--- src/rtl/i2cmb_pkg.sv ---
package i2cmb_pkg;

  localparam int DELAY_BITS_DEF = 16;
  localparam int TICK_W         = 16;
  localparam logic [TICK_W-1:0] TICK_RST = 16'd10;

  typedef enum logic [1:0] {
    CMD_START = 2'd0,
    CMD_STOP  = 2'd1,
    CMD_WRITE = 2'd2,
    CMD_READ  = 2'd3
  } cmd_t;

  typedef enum logic [1:0] {
    REG_HIGH   = 2'd0,
    REG_LOW    = 2'd1,
    REG_COARSE = 2'd2
  } reg_idx_t;

  typedef enum logic [2:0] {
    PH_UNINIT  = 3'b001,
    PH_STOPPED = 3'b010,
    PH_STARTED = 3'b100
  } phase_t;

  // Control state of the engine.
  typedef struct packed {
    phase_t     phase;
    cmd_t       act_cmd;
    logic       busy;
    logic [2:0] step;
    logic [3:0] bit_cnt;
    logic       scl;
    logic       sda_low;
    logic       nack;
    logic       last;
    logic       done;
  } ctl_t;

  typedef struct packed {
    logic [TICK_W-1:0] high_ticks;
    logic [TICK_W-1:0] low_ticks;
    logic [TICK_W-1:0] coarse_ticks;
  } timing_t;

endpackage

--- src/rtl/i2cmb_if.sv ---
interface i2cmb_in_if;
  logic       valid;
  logic       ready;
  logic       cmd_valid;
  logic [1:0] command;
  logic [7:0] tx_byte;
  logic       last_read;
  logic       sda_in;

  modport source (output valid, cmd_valid, command, tx_byte, last_read, sda_in, input ready);
  modport sink   (input valid, cmd_valid, command, tx_byte, last_read, sda_in, output ready);
endinterface

interface i2cmb_out_if;
  logic       valid;
  logic       ready;
  logic       scl_out;
  logic       sda_pull_low;
  logic       ready_res;
  logic       done_res;
  logic [7:0] rx_byte;
  logic       nack;
  logic       bus_started;

  modport source (output valid, scl_out, sda_pull_low, ready_res, done_res, rx_byte, nack,
                  bus_started, input ready);
  modport sink   (input valid, scl_out, sda_pull_low, ready_res, done_res, rx_byte, nack,
                  bus_started, output ready);
endinterface

interface i2cmb_cfg_if;
  logic        valid;
  logic        ready;
  logic [1:0]  index;
  logic [15:0] data;

  modport source (output valid, index, data, input ready);
  modport sink   (input valid, index, data, output ready);
endinterface

--- src/rtl/i2cmb_step.sv ---
// Next-state logic for one bus tick.
module i2cmb_step #(
  parameter int DELAY_BITS = i2cmb_pkg::DELAY_BITS_DEF
) (
  input  i2cmb_pkg::ctl_t    ctl_cur,
  input  logic [DELAY_BITS-1:0] delay_cur,
  input  logic [7:0]         shift_cur,
  input  logic [7:0]         rx_cur,
  input  i2cmb_pkg::timing_t tim,
  input  logic               cmd_valid,
  input  logic [1:0]         command,
  input  logic [7:0]         tx_byte,
  input  logic               last_read,
  input  logic               sda_in,
  output i2cmb_pkg::ctl_t    ctl_nxt,
  output logic [DELAY_BITS-1:0] delay_nxt,
  output logic [7:0]         shift_nxt,
  output logic [7:0]         rx_nxt
);
  import i2cmb_pkg::*;

  localparam logic [32:0] LIM = (33'd1 << DELAY_BITS) - 33'd1;

  // Zero counts as one tick; values past the counter saturate.
  function automatic logic [DELAY_BITS-1:0] wait_of(input logic [TICK_W-1:0] v);
    logic [32:0] w;
    w = {17'd0, v};
    if (w == 33'd0) w = 33'd1;
    if (w > LIM) w = LIM;
    return w[DELAY_BITS-1:0];
  endfunction

  logic [3:0] bit_inc;
  logic [7:0] shl;

  assign bit_inc = ctl_cur.bit_cnt + 4'd1;
  assign shl     = {shift_cur[6:0], 1'b0};

  always_comb begin
    ctl_nxt      = ctl_cur;
    ctl_nxt.done = 1'b0;
    delay_nxt    = delay_cur;
    shift_nxt    = shift_cur;
    rx_nxt       = rx_cur;

    if (ctl_cur.busy) begin
      if (delay_cur > DELAY_BITS'(1)) begin
        delay_nxt = delay_cur - DELAY_BITS'(1);
      end else begin
        unique case (ctl_cur.act_cmd)
          CMD_START: begin
            if (ctl_cur.step <= 3'd3) begin
              case (ctl_cur.step)
                3'd0:    ctl_nxt.sda_low = 1'b0;
                3'd1:    ctl_nxt.scl     = 1'b1;
                3'd2:    ctl_nxt.sda_low = 1'b1;
                default: ctl_nxt.scl     = 1'b0;
              endcase
              ctl_nxt.step = ctl_cur.step + 3'd1;
              delay_nxt    = wait_of(tim.coarse_ticks);
            end else begin
              ctl_nxt.phase = PH_STARTED;
              ctl_nxt.busy  = 1'b0;
              ctl_nxt.done  = 1'b1;
            end
          end
          CMD_STOP: begin
            if (ctl_cur.step <= 3'd2) begin
              case (ctl_cur.step)
                3'd0:    ctl_nxt.sda_low = 1'b1;
                3'd1:    ctl_nxt.scl     = 1'b1;
                default: ctl_nxt.sda_low = 1'b0;
              endcase
              ctl_nxt.step = ctl_cur.step + 3'd1;
              delay_nxt    = wait_of(tim.coarse_ticks);
            end else begin
              ctl_nxt.phase = PH_STOPPED;
              ctl_nxt.busy  = 1'b0;
              ctl_nxt.done  = 1'b1;
            end
          end
          CMD_WRITE: begin
            if (ctl_cur.step == 3'd0) begin
              ctl_nxt.sda_low = ~shift_cur[7];
              ctl_nxt.step    = 3'd1;
              delay_nxt       = wait_of(tim.low_ticks);
            end else if (ctl_cur.step == 3'd1) begin
              ctl_nxt.scl  = 1'b1;
              ctl_nxt.step = 3'd2;
              delay_nxt    = wait_of(tim.high_ticks);
            end else if (ctl_cur.bit_cnt >= 4'd8) begin
              // ACK bit slot
              ctl_nxt.nack = sda_in;
              ctl_nxt.scl  = 1'b0;
              ctl_nxt.busy = 1'b0;
              ctl_nxt.done = 1'b1;
            end else begin
              ctl_nxt.scl     = 1'b0;
              ctl_nxt.bit_cnt = bit_inc;
              shift_nxt       = shl;
              ctl_nxt.sda_low = (bit_inc < 4'd8) ? ~shl[7] : 1'b0;
              ctl_nxt.step    = 3'd1;
              delay_nxt       = wait_of(tim.low_ticks);
            end
          end
          CMD_READ: begin
            if (ctl_cur.step <= 3'd1) begin
              if (ctl_cur.bit_cnt >= 4'd8) ctl_nxt.sda_low = ~ctl_cur.last;
              ctl_nxt.scl  = 1'b1;
              ctl_nxt.step = 3'd2;
              delay_nxt    = wait_of(tim.high_ticks);
            end else if (ctl_cur.step == 3'd2) begin
              if (ctl_cur.bit_cnt < 4'd8) begin
                shift_nxt       = {shift_cur[6:0], sda_in};
                ctl_nxt.bit_cnt = bit_inc;
                ctl_nxt.step    = 3'd1;
              end else begin
                ctl_nxt.step = 3'd3;
              end
              ctl_nxt.scl = 1'b0;
              delay_nxt   = wait_of(tim.low_ticks);
            end else begin
              rx_nxt       = shift_cur;
              ctl_nxt.busy = 1'b0;
              ctl_nxt.done = 1'b1;
            end
          end
          default: ;
        endcase
      end
    end else if (cmd_valid) begin
      ctl_nxt.act_cmd = cmd_t'(command);
      ctl_nxt.step    = 3'd0;
      ctl_nxt.bit_cnt = 4'd0;
      unique case (cmd_t'(command))
        CMD_START: begin
          if (ctl_cur.phase != PH_STARTED) begin
            ctl_nxt.busy = 1'b1;
            delay_nxt    = wait_of(tim.coarse_ticks);
          end else begin
            ctl_nxt.done = 1'b1;
          end
        end
        CMD_STOP: begin
          if (ctl_cur.phase == PH_STARTED) begin
            ctl_nxt.busy = 1'b1;
            delay_nxt    = wait_of(tim.coarse_ticks);
          end else begin
            ctl_nxt.done = 1'b1;
          end
        end
        CMD_WRITE: begin
          shift_nxt    = tx_byte;
          ctl_nxt.busy = 1'b1;
          delay_nxt    = wait_of(tim.coarse_ticks);
        end
        CMD_READ: begin
          ctl_nxt.sda_low = 1'b0;
          shift_nxt       = 8'd0;
          ctl_nxt.last    = last_read;
          ctl_nxt.step    = 3'd1;
          ctl_nxt.busy    = 1'b1;
          delay_nxt       = wait_of(tim.coarse_ticks);
        end
        default: ;
      endcase
    end
  end

endmodule

--- src/rtl/i2c_master_byte_engine_top.sv ---
// Channel  | Dir | Modport | Payload
// in_bus   | in  | sink    | cmd_valid, command, tx_byte, last_read, sda_in (one bus tick)
// out_bus  | out | source  | scl_out, sda_pull_low, ready_res, done_res, rx_byte, nack,
//          |     |         | bus_started (state after the tick)
// cfg_bus  | in  | sink    | index (0 high, 1 low, 2 coarse ticks), data[15:0]
//
// One tick per clock: a transaction on in_bus is taken every cycle that the
// output register is empty or being drained, and its result shows in the next cycle.
// The rate is set by the single registered pass of the step logic; in_bus.ready
// drops only while a result sits in the output register and out_bus.ready is low.
// rst_n is synchronous, active low; the timing registers return to 10 ticks.
// cfg_bus is always ready; writes to an index past the list are dropped.
module i2c_master_byte_engine_top #(
  parameter int DELAY_BITS = i2cmb_pkg::DELAY_BITS_DEF
) (
  input logic        clk,
  input logic        rst_n,
  i2cmb_in_if.sink   in_bus,
  i2cmb_out_if.source out_bus,
  i2cmb_cfg_if.sink  cfg_bus
);
  import i2cmb_pkg::*;

  // Engine state, advanced once per accepted tick
  ctl_t                  ctl_r;
  logic [DELAY_BITS-1:0] delay_r;
  logic [7:0]            shift_r;
  logic [7:0]            rx_r;
  timing_t               tim_r;

  ctl_t                  ctl_nxt;
  logic [DELAY_BITS-1:0] delay_nxt;
  logic [7:0]            shift_nxt;
  logic [7:0]            rx_nxt;

  // Output register
  logic       out_valid_r;
  logic       scl_r;
  logic       sda_low_r;
  logic       rdy_res_r;
  logic       done_r;
  logic [7:0] rx_out_r;
  logic       nack_r;
  logic       started_r;

  logic in_acc;

  // Take a new tick whenever the result slot frees up this cycle.
  assign in_bus.ready = ~out_valid_r | out_bus.ready;
  assign in_acc       = in_bus.valid & in_bus.ready;
  assign cfg_bus.ready = 1'b1;

  i2cmb_step #(
    .DELAY_BITS (DELAY_BITS)
  ) u_step (
    .ctl_cur   (ctl_r),
    .delay_cur (delay_r),
    .shift_cur (shift_r),
    .rx_cur    (rx_r),
    .tim       (tim_r),
    .cmd_valid (in_bus.cmd_valid),
    .command   (in_bus.command),
    .tx_byte   (in_bus.tx_byte),
    .last_read (in_bus.last_read),
    .sda_in    (in_bus.sda_in),
    .ctl_nxt   (ctl_nxt),
    .delay_nxt (delay_nxt),
    .shift_nxt (shift_nxt),
    .rx_nxt    (rx_nxt)
  );

  // Timing registers
  always_ff @(posedge clk) begin
    if (!rst_n) begin
      tim_r.high_ticks   <= TICK_RST;
      tim_r.low_ticks    <= TICK_RST;
      tim_r.coarse_ticks <= TICK_RST;
    end else if (cfg_bus.valid) begin
      unique case (reg_idx_t'(cfg_bus.index))
        REG_HIGH:   tim_r.high_ticks   <= cfg_bus.data;
        REG_LOW:    tim_r.low_ticks    <= cfg_bus.data;
        REG_COARSE: tim_r.coarse_ticks <= cfg_bus.data;
        default: ;
      endcase
    end
  end

  // Engine state
  always_ff @(posedge clk) begin
    if (!rst_n) begin
      ctl_r.phase   <= PH_UNINIT;
      ctl_r.act_cmd <= CMD_START;
      ctl_r.busy    <= 1'b0;
      ctl_r.step    <= 3'd0;
      ctl_r.bit_cnt <= 4'd0;
      ctl_r.scl     <= 1'b1;
      ctl_r.sda_low <= 1'b0;
      ctl_r.nack    <= 1'b0;
      ctl_r.last    <= 1'b0;
      ctl_r.done    <= 1'b0;
      delay_r       <= '0;
      shift_r       <= 8'd0;
      rx_r          <= 8'd0;
    end else if (in_acc) begin
      ctl_r   <= ctl_nxt;
      delay_r <= delay_nxt;
      shift_r <= shift_nxt;
      rx_r    <= rx_nxt;
    end
  end

  // Result slot: valid flag under reset, payload loads with each tick
  always_ff @(posedge clk) begin
    if (!rst_n) begin
      out_valid_r <= 1'b0;
    end else begin
      out_valid_r <= in_acc | (out_valid_r & ~out_bus.ready);
    end
  end

  always_ff @(posedge clk) begin
    if (in_acc) begin
      scl_r     <= ctl_nxt.scl;
      sda_low_r <= ctl_nxt.sda_low;
      rdy_res_r <= ~ctl_nxt.busy;
      done_r    <= ctl_nxt.done;
      rx_out_r  <= rx_nxt;
      nack_r    <= ctl_nxt.nack;
      started_r <= (ctl_nxt.phase == PH_STARTED);
    end
  end

  assign out_bus.valid        = out_valid_r;
  assign out_bus.scl_out      = scl_r;
  assign out_bus.sda_pull_low = sda_low_r;
  assign out_bus.ready_res    = rdy_res_r;
  assign out_bus.done_res     = done_r;
  assign out_bus.rx_byte      = rx_out_r;
  assign out_bus.nack         = nack_r;
  assign out_bus.bus_started  = started_r;

endmodule

--- src/flat_wrapper.sv ---
// flat-port wrapper written by rule: the top's interface ports become plain ports
module i2c_master_byte_engine_top_flat import i2cmb_pkg::*;
#(
  parameter int DELAY_BITS = i2cmb_pkg::DELAY_BITS_DEF
)
  (clk, rst_n, in_bus_valid, in_bus_cmd_valid, in_bus_command, in_bus_tx_byte, in_bus_last_read, in_bus_sda_in, in_bus_ready, out_bus_valid, out_bus_scl_out, out_bus_sda_pull_low, out_bus_ready_res, out_bus_done_res, out_bus_rx_byte, out_bus_nack, out_bus_bus_started, out_bus_ready, cfg_bus_valid, cfg_bus_index, cfg_bus_data, cfg_bus_ready);
  i2cmb_in_if in_bus_i ();
  i2cmb_out_if out_bus_i ();
  i2cmb_cfg_if cfg_bus_i ();
  input logic clk;
  input logic rst_n;
  input wire logic [$bits(in_bus_i.valid)-1:0] in_bus_valid;
  input wire logic [$bits(in_bus_i.cmd_valid)-1:0] in_bus_cmd_valid;
  input wire logic [$bits(in_bus_i.command)-1:0] in_bus_command;
  input wire logic [$bits(in_bus_i.tx_byte)-1:0] in_bus_tx_byte;
  input wire logic [$bits(in_bus_i.last_read)-1:0] in_bus_last_read;
  input wire logic [$bits(in_bus_i.sda_in)-1:0] in_bus_sda_in;
  output wire logic [$bits(in_bus_i.ready)-1:0] in_bus_ready;
  output wire logic [$bits(out_bus_i.valid)-1:0] out_bus_valid;
  output wire logic [$bits(out_bus_i.scl_out)-1:0] out_bus_scl_out;
  output wire logic [$bits(out_bus_i.sda_pull_low)-1:0] out_bus_sda_pull_low;
  output wire logic [$bits(out_bus_i.ready_res)-1:0] out_bus_ready_res;
  output wire logic [$bits(out_bus_i.done_res)-1:0] out_bus_done_res;
  output wire logic [$bits(out_bus_i.rx_byte)-1:0] out_bus_rx_byte;
  output wire logic [$bits(out_bus_i.nack)-1:0] out_bus_nack;
  output wire logic [$bits(out_bus_i.bus_started)-1:0] out_bus_bus_started;
  input wire logic [$bits(out_bus_i.ready)-1:0] out_bus_ready;
  input wire logic [$bits(cfg_bus_i.valid)-1:0] cfg_bus_valid;
  input wire logic [$bits(cfg_bus_i.index)-1:0] cfg_bus_index;
  input wire logic [$bits(cfg_bus_i.data)-1:0] cfg_bus_data;
  output wire logic [$bits(cfg_bus_i.ready)-1:0] cfg_bus_ready;
  assign in_bus_i.valid = in_bus_valid;
  assign in_bus_i.cmd_valid = in_bus_cmd_valid;
  assign in_bus_i.command = in_bus_command;
  assign in_bus_i.tx_byte = in_bus_tx_byte;
  assign in_bus_i.last_read = in_bus_last_read;
  assign in_bus_i.sda_in = in_bus_sda_in;
  assign in_bus_ready = in_bus_i.ready;
  assign out_bus_valid = out_bus_i.valid;
  assign out_bus_scl_out = out_bus_i.scl_out;
  assign out_bus_sda_pull_low = out_bus_i.sda_pull_low;
  assign out_bus_ready_res = out_bus_i.ready_res;
  assign out_bus_done_res = out_bus_i.done_res;
  assign out_bus_rx_byte = out_bus_i.rx_byte;
  assign out_bus_nack = out_bus_i.nack;
  assign out_bus_bus_started = out_bus_i.bus_started;
  assign out_bus_i.ready = out_bus_ready;
  assign cfg_bus_i.valid = cfg_bus_valid;
  assign cfg_bus_i.index = cfg_bus_index;
  assign cfg_bus_i.data = cfg_bus_data;
  assign cfg_bus_ready = cfg_bus_i.ready;
  i2c_master_byte_engine_top #(.DELAY_BITS(DELAY_BITS)) u_core (.clk(clk), .rst_n(rst_n), .in_bus(in_bus_i), .out_bus(out_bus_i), .cfg_bus(cfg_bus_i));
endmodule
--- config.mk ---
export PLATFORM = sky130hd
export DESIGN_NAME = i2c_master_byte_engine_top_flat
export DESIGN_NICKNAME = d
export VERILOG_FILES = /design/src/rtl/i2cmb_pkg.sv /design/src/rtl/i2cmb_if.sv /design/src/rtl/i2cmb_step.sv /design/src/rtl/i2c_master_byte_engine_top.sv /design/src/flat_wrapper.sv
export SDC_FILE = /design/constraint.sdc
export NUM_CORES = 1
export LEC_CHECK = 0
export BUFFER_PORTS_ARGS = -buffer_cell sky130_fd_sc_hd__buf_4
export CAP_MARGIN = 10
export CORE_MARGIN = 2
export CORE_UTILIZATION = 60
export CTS_CLUSTER_SIZE = 24
export DETAILED_ROUTE_END_ITERATION = 8
export HOLD_SLACK_MARGIN = 0.02
export MAX_ROUTING_LAYER = met4
export PLACE_DENSITY = 0.88
export SETUP_SLACK_MARGIN = 0.4
export SYNTH_ARGS = -nofsm -noshare
export SYNTH_HDL_FRONTEND = slang
export SYNTH_SLANG_ARGS = --single-unit
export TNS_END_PERCENT = 5
--- constraint.sdc ---
create_clock -name clk -period 6 [get_ports clk]
set_input_delay 1.2 -clock clk [delete_from_list [all_inputs] [get_ports clk]]
set_output_delay 1.2 -clock clk [all_outputs]
set_load 0.005 [all_outputs]
==> run metrics <==
PD cells 237.2 nW/µm²; drt first pass iters 6; FILL cells 787; Post-synth EDFFs 14; DRC Markers 0; syn avg cell area 8.185 µm²; Final Hold Fails 0; DR WL met2 8067 µm; global route overflow 0; chip height 103.5 µm; Max Clock Freq 308.3 MHz; Layout area overhead 9.855%; GP Congestion 0.9442; die footprint 10720 µm²; fin crit share 54.05%; CP endpoint kind register; critical path startpoint out_bus_ready; Critical Path Sink u_core.ctl_r[7]$_SDFFE_PN0P_; Max clock buf depth 2; leakage power 2.335 nW; total negative setup slack 0 ns; Simple-Gate Fraction of Synth Area 25.21%; Yosys reg bits 112; largest net degree at the start of global routing 51; H-tree Lvls 3; Synth Area in Adders 1.895%; via/cell ratio 6.394; drt initial violations 647; largest family of logic cells by synthesized area simple AND/OR/NAND/NOR gates; hold_sp u_core.tim_r[0]$_SDFFE_PN0P_; ys async rst share 0%; status complete, no violations; fin util 67.40%; critical path class input pin to register; layout net count 790; Mapped Nets 771; Clock transition at path regs 0.11 ns; met3 routed WL 1082 µm; global-route wire length before repair 26380 µm; Req. time, crit path 6.30 ns; Max Slew Vio Count 0; PnR worst setup slack 2.757 ns; Post-CTS Resized 0; core area 9684 µm²; CP max FO 19; Root Driver clkbuf_8; Port-buffer cells 51; multi-input logic area 3312 µm²; Die Width 103.5 µm; FF-to-FF setup slack 2.90 ns; # setup viols final 0; worst skew pair latency 0.39 ns; WP data arrival 3.54 ns; I/O pin count 53; wire per inst 18.35 µm; max cap viols 0; number of cells on the worst reg-to-reg path 6; Mapped Area 5942 µm²; post-synthesis sequential area ratio 40.09%; Total Wirelength 16200 µm; Vias 5646; Tot Pwr 0.001548 W; sequential cell area 2382 µm²; crit start category input pin; biggest cell delay along the critical path 0.65 ns; post-synthesis compound-gate area fraction 21.18%; CTS Sinks 112; XOR/XNOR Fraction of Synth Area 1.474%; M1 wire length 6444 µm; R2R Path End u_core.delay_r[6]$_SDFFE_PN0P_; Ant. Diodes 0; Hold Path Class register to register; worst slew pin tran 1.026 ns; initial antenna violation count 0; Worst VDD drop 0.2456 mV; Initial Util 61.36%; RSZ-0062 raised after global routing false; CTS Buf Count 9; RR Startpoint u_core.ctl_r[13]$_SDFFE_PN0P_; Top FF cell, synth dfxtp_1; mux cell area share after synthesis 5.833%; number of global-route vias before repair 5410; relative slew slack 31.25%; Total Routing Usage GR 31.02%; setup bufs post-CTS 0; DPL Wire Length 11330 µm; hold_buf cts 0; CTS tree yes; synth unique cells 77; post-route minimum period 3.243 ns; antenna viol nets, final 0; Clock Skew 0.01044 ns; Critical-path top delay cell inv_1; Mapped Cells 726; Warnings, synthesis 0; Site Rows 36; DR top layer met4; layout cell share with drive strength beyond 1 14.80%; post-place setup slack 2.388 ns; worst-path cell chain buf_4 > nand2b_1 > nand2_1 > inv_1 > nand4b_1 > o21ai_1 > o31ai_1 > a31o_2
==> kinds of logic after synthesis <==
logic type / count (synthesis)
other: 1
flip-flops: 112
adder cells (fa/ha/maj): 9
XOR/XNOR: 10
AND/OR/NAND/NOR: 308
multiplexers: 33
buffers and inverters: 62
AO/OA/AOI/OAI: 191
==> cell usage after synthesis, drive strengths merged (3+ instances only) <==
| library cell | count | share of area, % |
|---|---|---|
| nand2 | 146 | 9.2 |
| dfxtp | 98 | 33 |
| a21oi | 76 | 6.4 |
| nor2 | 51 | 3.5 |
| clkbuf | 36 | 2.3 |
| o21ai | 23 | 2.1 |
| mux2i | 20 | 3.4 |
| nor3 | 20 | 2.3 |
| a211oi | 15 | 2.0 |
| inv | 15 | 0.95 |
| nand3 | 15 | 1.6 |
| edfxtp | 14 | 7.1 |
| nor4 | 14 | 1.5 |
| mux2 | 13 | 2.5 |
| and3 | 11 | 1.2 |
| buf | 11 | 1.0 |
| o22ai | 11 | 1.2 |
| nor2b | 10 | 1.1 |
| ha | 9 | 1.9 |
| or3 | 8 | 0.93 |
| xnor2 | 8 | 1.2 |
| o211ai | 7 | 0.88 |
| nor3b | 6 | 0.76 |
| o31ai | 6 | 0.76 |
| a31oi | 5 | 0.53 |
| nand4 | 5 | 0.53 |
| a32o | 4 | 0.67 |
| a41oi | 4 | 0.59 |
| nand3b | 4 | 0.51 |
| o32ai | 4 | 0.59 |
| or4 | 4 | 0.57 |
| a2111o | 3 | 0.57 |
| a311oi | 3 | 0.55 |
| nand2b | 3 | 0.32 |
| o2111ai | 3 | 0.44 |
| o21bai | 3 | 0.38 |
| or2 | 3 | 0.32 |
| or3b | 3 | 0.44 |
==> worst min-delay path by stage <==
stage,end,slack (ns),cells after the start
CTS,u_core.tim_r[0]$_SDFFE_PN0P_,0.47,2
global route,u_core.tim_r[16]$_SDFFE_PN0P_,0.49,2
global placement,u_core.tim_r[32]$_SDFFE_PN0P_,0.44,2
detailed placement,u_core.tim_r[16]$_SDFFE_PN0P_,0.46,2
finish,u_core.tim_r[0]$_SDFFE_PN0P_,0.47,2
floorplan,u_core.tim_r[0]$_SDFFE_PN0P_,0.44,2
==> stage by stage <==
step | instance area, µm² | hold slack (ns) | instances
global placement | 6330 | 0.4446 | 867
CTS | 6528 | 0.4673 | 883
floorplan | 5942 | 0.4361 | 726
detailed placement | 6330 | 0.4565 | 867
global route | 6528 | 0.4926 | 883
finish | 6528 | 0.4665 | 883
==> registers in the layout, summed over array words and instances, names as in the netlist, 8 cells and up <==
signal	cells
u_core.out_bus.rx_byte	8
u_core.delay_r	16
u_core.ctl_r	17
u_core.shift_r	8
u_core.rx_r	8
u_core.tim_r	48
==> layer usage <==
metal / track usage [%] / vias up
li1: - / 2651
met1: 36.01 / 2656
met2: 52.55 / 276
met3: 5.790 / 63
met4: 13.80 / 0
met5: - / -
==> critical path: cells and delay by family <==
kind	cells	cell delay [ns]
and+or+nand+nor	3	0.83
AOI/OAI and AO/OA	3	0.78
buffers and inverters	2	0.73
==> report_power, final <==
part           leakage, nW  internal [W]  switching (W)
clock network       0.0974      0.000189       0.000264
logic                 1.30      0.000108       0.000176
registers            0.934      0.000784      0.0000270
total                 2.33       0.00108       0.000467
==> final cells by class <==
class                           instances  share of cell area, %
Clock buffer                           11                  2.492
Clock inverter                          5                 0.5367
Inverter                               15                 0.8626
Multi-Input combinational cell        552                  50.74
Sequential cell                       112                  36.50
Tap cell                              133                  2.549
Timing Repair Buffer                   55                  6.325
==> cell usage in the layout (no fill, tap or decap), types with 4 or more instances in the layout <==
cell type,count
nand2_1,146
dfxtp_1,98
a21oi_1,76
buf_4,55
nor2_1,47
mux2i_1,20
o21ai_0,19
nor3_1,17
nor4_1,14
edfxtp_1,14
inv_1,13
nand3_1,13
a211oi_1,13
mux2_2,13
and3_1,11
o22ai_1,11
nor2b_1,10
clkbuf_8,10
ha_1,9
xnor2_1,8
or3_1,7
o211ai_1,7
nor3b_1,6
o31ai_1,6
nand4_1,5
a31oi_1,5
a32o_1,4
nand3b_1,4
a41oi_1,4
o32ai_1,4
Note: power is estimated with default switching activity, not from simulation.
